### config.mk
export PLATFORM = sky130hd
export DESIGN_NAME = amc_mul
export DESIGN_NICKNAME = d
export VERILOG_FILES = /design/src/amc_pkg.sv /design/src/amc_mul.sv
export SDC_FILE = /design/constraint.sdc
export NUM_CORES = 2
export LEC_CHECK = 0
export BUFFER_PORTS_ARGS = -buffer_cell sky130_fd_sc_hd__buf_2
export CAP_MARGIN = 40
export CORE_UTILIZATION = 65
export CTS_BUF_LIST = sky130_fd_sc_hd__clkbuf_4
export DETAILED_ROUTE_END_ITERATION = 10
export PLACE_DENSITY = 0.95
export SYNTH_ARGS = -nofsm -noshare
export SYNTH_HDL_FRONTEND = slang
export SYNTH_SLANG_ARGS = --single-unit
export TNS_END_PERCENT = 50
### constraint.sdc
create_clock -name clk -period 15.8 [get_ports clk]
set_input_delay 1.58 -clock clk [delete_from_list [all_inputs] [get_ports clk]]
set_output_delay 1.58 -clock clk [all_outputs]
set_load 0.01 [all_outputs]
### src/amc_pkg.sv
`timescale 1ns / 1ps
// Shared types, operation codes and CORDIC constants for the 2D affine composer.
package amc_pkg;

  localparam int WORD_W     = 48;
  localparam int OP_W       = 3;
  localparam int MUL_W      = 64;
  localparam int ANGLE_FRAC = 40;
  localparam int ATAN_N     = 32;
  localparam int ATAN_IDX_W = 5;
  localparam int ATAN_SH    = 62 - ANGLE_FRAC;
  localparam int CORD_XW    = 44;
  localparam int CORD_ZW    = 45;

  localparam logic [OP_W-1:0] OP_IDENTITY  = 3'd0;
  localparam logic [OP_W-1:0] OP_ROTATE    = 3'd1;
  localparam logic [OP_W-1:0] OP_TRANSLATE = 3'd2;
  localparam logic [OP_W-1:0] OP_SCALE     = 3'd3;
  localparam logic [OP_W-1:0] OP_SHEAR     = 3'd4;
  localparam logic [OP_W-1:0] OP_MIRROR    = 3'd5;

  localparam logic [CORD_XW-1:0] CORDIC_GAIN = 44'd667681663047;

  typedef logic [ATAN_N-1:0][ANGLE_FRAC-1:0] atan_tab_t;

  typedef struct packed {
    logic [OP_W-1:0]          operation;
    logic signed [WORD_W-1:0] operand_a;
    logic signed [WORD_W-1:0] operand_b;
  } cmd_t;

  typedef struct packed {
    logic signed [WORD_W-1:0] m00;
    logic signed [WORD_W-1:0] m01;
    logic signed [WORD_W-1:0] m02;
    logic signed [WORD_W-1:0] m10;
    logic signed [WORD_W-1:0] m11;
    logic signed [WORD_W-1:0] m12;
    logic signed [WORD_W-1:0] m20;
    logic signed [WORD_W-1:0] m21;
    logic signed [WORD_W-1:0] m22;
  } mat_t;

  // unsigned 64-bit quotient by restoring long division (elaboration only)
  function automatic logic [63:0] udiv64(input logic [63:0] num, input logic [63:0] den);
    logic [64:0] rmd;
    logic [63:0] quo;
    rmd = '0;
    quo = '0;
    for (int i = 63; i >= 0; i--) begin
      rmd = {rmd[63:0], num[i]};
      if (rmd >= {1'b0, den}) begin
        rmd    = rmd - {1'b0, den};
        quo[i] = 1'b1;
      end
    end
    return quo;
  endfunction

  // atan(1/n) with 62 fraction bits, alternating series (elaboration only)
  function automatic logic [63:0] atan_inv(input logic [63:0] n);
    logic [63:0] p;
    logic [63:0] n2;
    logic [63:0] sum;
    logic [63:0] t;
    p   = udiv64(64'd1 << 62, n);
    n2  = n * n;
    sum = 64'd0;
    for (int k = 0; k < 64; k++) begin
      if (p != 64'd0) begin
        t = udiv64(p, 64'(2 * k + 1));
        if ((k & 1) == 1) sum = sum - t;
        else sum = sum + t;
        p = udiv64(p, n2);
      end
    end
    return sum;
  endfunction

  localparam logic [63:0] QUARTER_Q62 = 64'd4 * atan_inv(64'd5) - atan_inv(64'd239);
  localparam logic [63:0] DEG_RAD_Q62 = QUARTER_Q62 / 64'd45;

  function automatic atan_tab_t build_atan();
    atan_tab_t   tab;
    logic [63:0] v;
    for (int i = 0; i < ATAN_N; i++) begin
      if (i == 0) v = QUARTER_Q62;
      else v = atan_inv(64'd1 << i);
      tab[i] = ANGLE_FRAC'((v + (64'd1 << (ATAN_SH - 1))) >> ATAN_SH);
    end
    return tab;
  endfunction

  localparam atan_tab_t ATAN_TAB = build_atan();

endpackage

### src/amc_mul.sv
`timescale 1ns / 1ps
// Shared unsigned 64x64 multiplier, one 32x32 partial product per cycle.
module amc_mul (
  input  logic                           clk,
  input  logic                           rst_n,
  input  logic                           start,
  input  logic [amc_pkg::MUL_W-1:0]      a_in,
  input  logic [amc_pkg::MUL_W-1:0]      b_in,
  output logic                           done,
  output logic [2*amc_pkg::MUL_W-1:0]    prod
);
  import amc_pkg::*;

  localparam int HW = MUL_W / 2;

  logic [MUL_W-1:0]   a_r, b_r;
  logic [2*MUL_W-1:0] acc_r, pp_ext, part;
  logic [HW-1:0]      a_h, b_h;
  logic [MUL_W-1:0]   pp;
  logic [1:0]         cnt_r;
  logic               busy_r, done_r;

  assign a_h    = cnt_r[1] ? a_r[MUL_W-1:HW] : a_r[HW-1:0];
  assign b_h    = cnt_r[0] ? b_r[MUL_W-1:HW] : b_r[HW-1:0];
  assign pp     = MUL_W'(a_h) * MUL_W'(b_h);
  assign pp_ext = (2*MUL_W)'(pp);

  always_comb begin
    case (cnt_r)
      2'b00:   part = pp_ext;
      2'b01:   part = pp_ext << HW;
      2'b10:   part = pp_ext << HW;
      default: part = pp_ext << MUL_W;
    endcase
  end

  always_ff @(posedge clk) begin
    if (!rst_n) begin
      busy_r <= 1'b0;
      done_r <= 1'b0;
      cnt_r  <= 2'd0;
    end else begin
      done_r <= 1'b0;
      if (start) begin
        busy_r <= 1'b1;
        cnt_r  <= 2'd0;
      end else if (busy_r) begin
        cnt_r <= cnt_r + 2'd1;
        if (cnt_r == 2'd3) begin
          busy_r <= 1'b0;
          done_r <= 1'b1;
        end
      end
    end
  end

  always_ff @(posedge clk) begin
    if (start) begin
      a_r   <= a_in;
      b_r   <= b_in;
      acc_r <= '0;
    end else if (busy_r) begin
      acc_r <= acc_r + part;
    end
  end

  assign done = done_r;
  assign prod = acc_r;

endmodule

Word-level counts from Yosys, hierarchy flattened
Cells that the tools add are included.

storage, ports and cells
  bits in registers = 260
  latch bits = 0
  memory bits (writable) = 0
  bits in read-only memories = 0
  output and inout port bits = 129
  logic and storage cells = 25
  memories = 0

cells by class
  add/sub/neg operators = 2
  $mul = 1
  div/mod/pow operators = 0
  magnitude comparators = 0
  eq/ne operators = 3
  shift-type cells = 0
  multiplexer cells = 7
  bitwise logic cells = 2
  reductions and logical operators = 4

operators with widths
  kind                                                              number
  128-bit case mux with 2 select lines                              1
  128-bit adder                                                     1
  32-bit by 32-bit multiplier with 64-bit output                    1
  32-bit two-way mux                                                2
  2-bit == test (second input constant)                             2
  1-bit two-way mux                                                 4
  2-bit OR reduction                                                2
  3-bit OR reduction                                                1
  2-bit by 1-bit adder with 2-bit output (second input constant)    1
  2-bit by 1-bit == test with 1-bit output (second input constant)  1
  2-bit zero test                                                   1
  1-bit inverter                                                    2

Depth between registers and ports, before layout
  depth in word-level cells = 4
  mapped depth = 46

Worst setup path after synthesis
OpenSTA, ideal clock, no wires.

  path type = reg-to-reg
  from = register cnt_r[1]
  to = register acc_r[120], in the netlist prod[120]
  arrival time = 11.458 ns
  required time = 15.738 ns
  setup slack = 4.280 ns
  cell stages (with the launch flop) = 42
  path buffers = 5
  clock period less this slack = 11.520 ns
  cells stage by stage = dfxtp_1 -> clkbuf_1 -> clkbuf_1 -> buf_1 -> mux2i_1 -> clkbuf_1 -> nor2_1 -> fa_1 -> fa_1 -> fa_1 -> inv_1 -> fa_1 -> inv_1 -> fa_1 -> fa_1 -> fa_1 -> fa_1 -> ha_1 -> [6 not listed] -> a31oi_1 -> a21oi_1 -> o21ai_0 -> a41oi_1 -> xnor2_1 -> o22ai_1 -> ha_1 -> nand2_1 -> o21ai_0 -> a21oi_1 -> o21a_1 -> o211a_1 -> and3_2 -> a22o_4 -> o41ai_4 -> a41oi_2 -> or4_1 -> nand3_1

on the way
  word-level cells in the longest chain between the ends = 4

RTL lines
  what                                                                                         RTL line       text
  start: declaration                                                                           amc_mul.sv:20  logic [1:0] cnt_r;
  start signal: assignment                                                                     amc_mul.sv:48  cnt_r <= cnt_r + 2'd1;
  32-bit two-way mux (tied with other cells)                                                   amc_mul.sv:23  assign a_h = cnt_r[1] ? a_r[MUL_W-1:HW] : a_r[HW-1:0];
  32-bit by 32-bit multiplier with 64-bit output / 2-bit OR reduction (equally long branches)  n/a
  128-bit case mux with 2 select lines (*)                                                     amc_mul.sv:29  case (cnt_r)
  128-bit adder (*)                                                                            amc_mul.sv:63  acc_r <= acc_r + part;
  end signal: assignment                                                                       amc_mul.sv:63
  end: declaration                                                                             amc_mul.sv:17  logic [2*MUL_W-1:0] acc_r, pp_ext, part;

Mark *: on every way between the ends. The rest lies on a longest branch, timed or not.
A chain may end at the register's enable or synchronous reset.

Worst setup path in the final report
  from = register cnt_r[1]
  to = register acc_r[125], in the netlist prod[125]

Same word-level chain as after synthesis.

==> metrics.txt <==
Placer Congestion 1.099; final hold vios 0; WL final 188.2 mm; Crit path top cell by count fa_1; Filler Cell Count 5,546; first-pass GRT wire length 282.2 mm; worst hold path class reg2reg; CP endpoint kind flop; Synth top area share 35.55%; DRT antenna net count 0; status finished, final reports clean; initial antenna violation count 18; Setup crit end prod[125]; row cnt 101; fin. max-slew vios 0; fin cells 7,121; most frequent cells in the layout inv_1, fa_1, nor2_1; Worst Setup SP cnt_r[1]; drc violations 0; Synth Warn # 0; HPWL Detailed 148.6 mm; total of max-cap violations 0; reg2reg path depth 34; worst r2r src cnt_r[1]; number of global-route vias before repair 48,430; largest net degree at the start of global routing 60; area grow syn2layout 6.887%; final net count 7,430; routed vias/inst 6.608; CTS max path bufs 3; Synth Net Count 7,290; 1st-pass router iterations 10; Syn Inst Count 5,870; max_slew headroom 30.77%; Post-Syn Area per Cell 8.605 um^2; critical path's slowest cell dfxtp_4; cts bufs inserted 75; Mapped Area 50,510 um^2; Root Buffer clkbuf_4; die height 280.8 um; Final min period 13,840 ps; post-synthesis sequential area ratio 12.84%; flop2flop setup slack 1960 ps; PortBufs 259; crit-path max FO 36; Req. time, crit path 16,600 ps; Layout Skew 129.8 ps; die width 280.8 um; layout cell share with drive strength beyond 1 9.838%; Core ar. 76,450 um^2; r2r endpoint prod[125]; placed cells 6,962; Seq cells post-synth 260; Worst Tran Pin Value 1038 ps; count of different cell masters after synthesis 81; setup total negative slack 0 ps; clk slew on worst S/H paths 70 ps; setup bufs post-CTS 0; commonest non-fill, non-tap cell in the layout inv_1; clock network latency to the later pin of the worst-skew pair 990 ps; Crit path arrival time 14,630 ps; part of the cycle the worst path needs 87.57%; startpoint types flop; leading area contributor after synthesis fa_1; # resized after CTS 0; crit path kind reg2reg; Synth area leaders fa_1, ha_1, edfxtp_1; total die area 78,820 um^2; All-Layer GR Usage 48.68%; H-tree depth 3; ys async rst share 0%; Sink Count 260; TritonCTS clock tree done; IO Pins 260; hold_ws 494.2 ps; routed len/inst 26.42 um; Finish-stage setup viols 0; slowest stage delay, CP 910 ps; GRT overflow 0; RSZ-0062 raised after global routing false; routed vias 47,060; dominant synthesized flop cell dfxtp_1; hold_buf cts 0; maximum clock rate 72.27 MHz; starting DRC count in detailed routing 6,119; Initial Util 66.06%; Post-synth EDFFs 128; Final Core Density 70.61%
==> logic make-up (layout without fill, tap and decap cells) <==
logic type / after synthesis / count (layout) / synth area share, %
AND/OR/NAND/NOR: 1893 / 1893 / 15.45
adder cells (fa/ha/maj): 1289 / 1289 / 45.26
buffers and inverters: 1191 / 1389 / 8.911
AO/OA/AOI/OAI: 875 / 875 / 10.65
flip-flops: 260 / 260 / 12.84
multiplexers: 184 / 184 / 3.800
XOR/XNOR: 178 / 178 / 3.087
other: 0 / 23 / 0
==> state kept, by name (all words and copies together), names as in the netlist <==
register and cells:
a_r 64, b_r 64, busy_r 1, cnt_r 2
done 1, prod 128
==> Yosys cell counts (18+ instances only) <==
master / count
o21a_1: 20
nor2_1: 852
inv_1: 911
nand4_1: 71
a21oi_1: 295
o21bai_1: 52
xnor2_1: 101
and2_1: 47
mux2i_1: 122
ha_1: 392
o31ai_1: 19
nand3_1: 61
nand2_1: 727
xor2_1: 77
a31oi_1: 26
buf_1: 18
dfxtp_1: 132
o21ai_0: 237
mux2_2: 53
nor3_1: 41
edfxtp_1: 128
fa_1: 897
clkbuf_1: 249
a21o_1: 76
==> cell type report <==
class,count,area [um^2],area share [%]
Multi-Input combinational cell,4419,39710,73.56
Sequential cell,260,6497,12.04
Inverter,911,3420,6.334
Timing Repair Buffer,343,2023,3.748
Tap cell,1030,1289,2.387
Clock buffer,105,788.3,1.460
Clock inverter,30,198.9,0.3685
Antenna cell,23,57.56,0.1066
==> metal layers <==
layer / wire length, um / GRT usage (%)
met4: 18790 / 38.90
met3: 29520 / 21.43
met5: 69 / 0
met2: 78850 / 70.06
met1: 60920 / 56.44
==> through the flow <==
| step | instance area (um^2) | setup WS (ps) |
|---|---|---|
| after global placement | 52810 | 2724 |
| after global routing | 53960 | 1510 |
| after detailed placement | 52910 | 2487 |
| after CTS | 53900 | 2434 |
| after floorplan | 50510 | 4280 |
| final | 53990 | 1964 |
==> worst max-delay path: cells and delay by family, from the launching register on <==
kind / cells / cell delay, ps
flops: 1 / 910
compound gates: 14 / 4800
mux: 1 / 750
simple gates: 5 / 1160
fa+ha+maj: 10 / 4940
buf+inv: 2 / 680
xor+xnor: 2 / 350
==> worst min-delay path by stage <==
stage	startpoint	endpoint	depth (start not counted)
6_report	prod[83]	prod[83]	2
5_1_grt	prod[84]	prod[84]	2
4_1_cts	prod[83]	prod[83]	2
3_5_place_dp	prod[83]	prod[83]	2
3_3_place_gp	prod[83]	prod[83]	2
2_1_floorplan	prod[127]	prod[127]	2
Power is not shown: default switching activity piles up to over one toggle a cycle in this logic, so the estimate is an artifact.
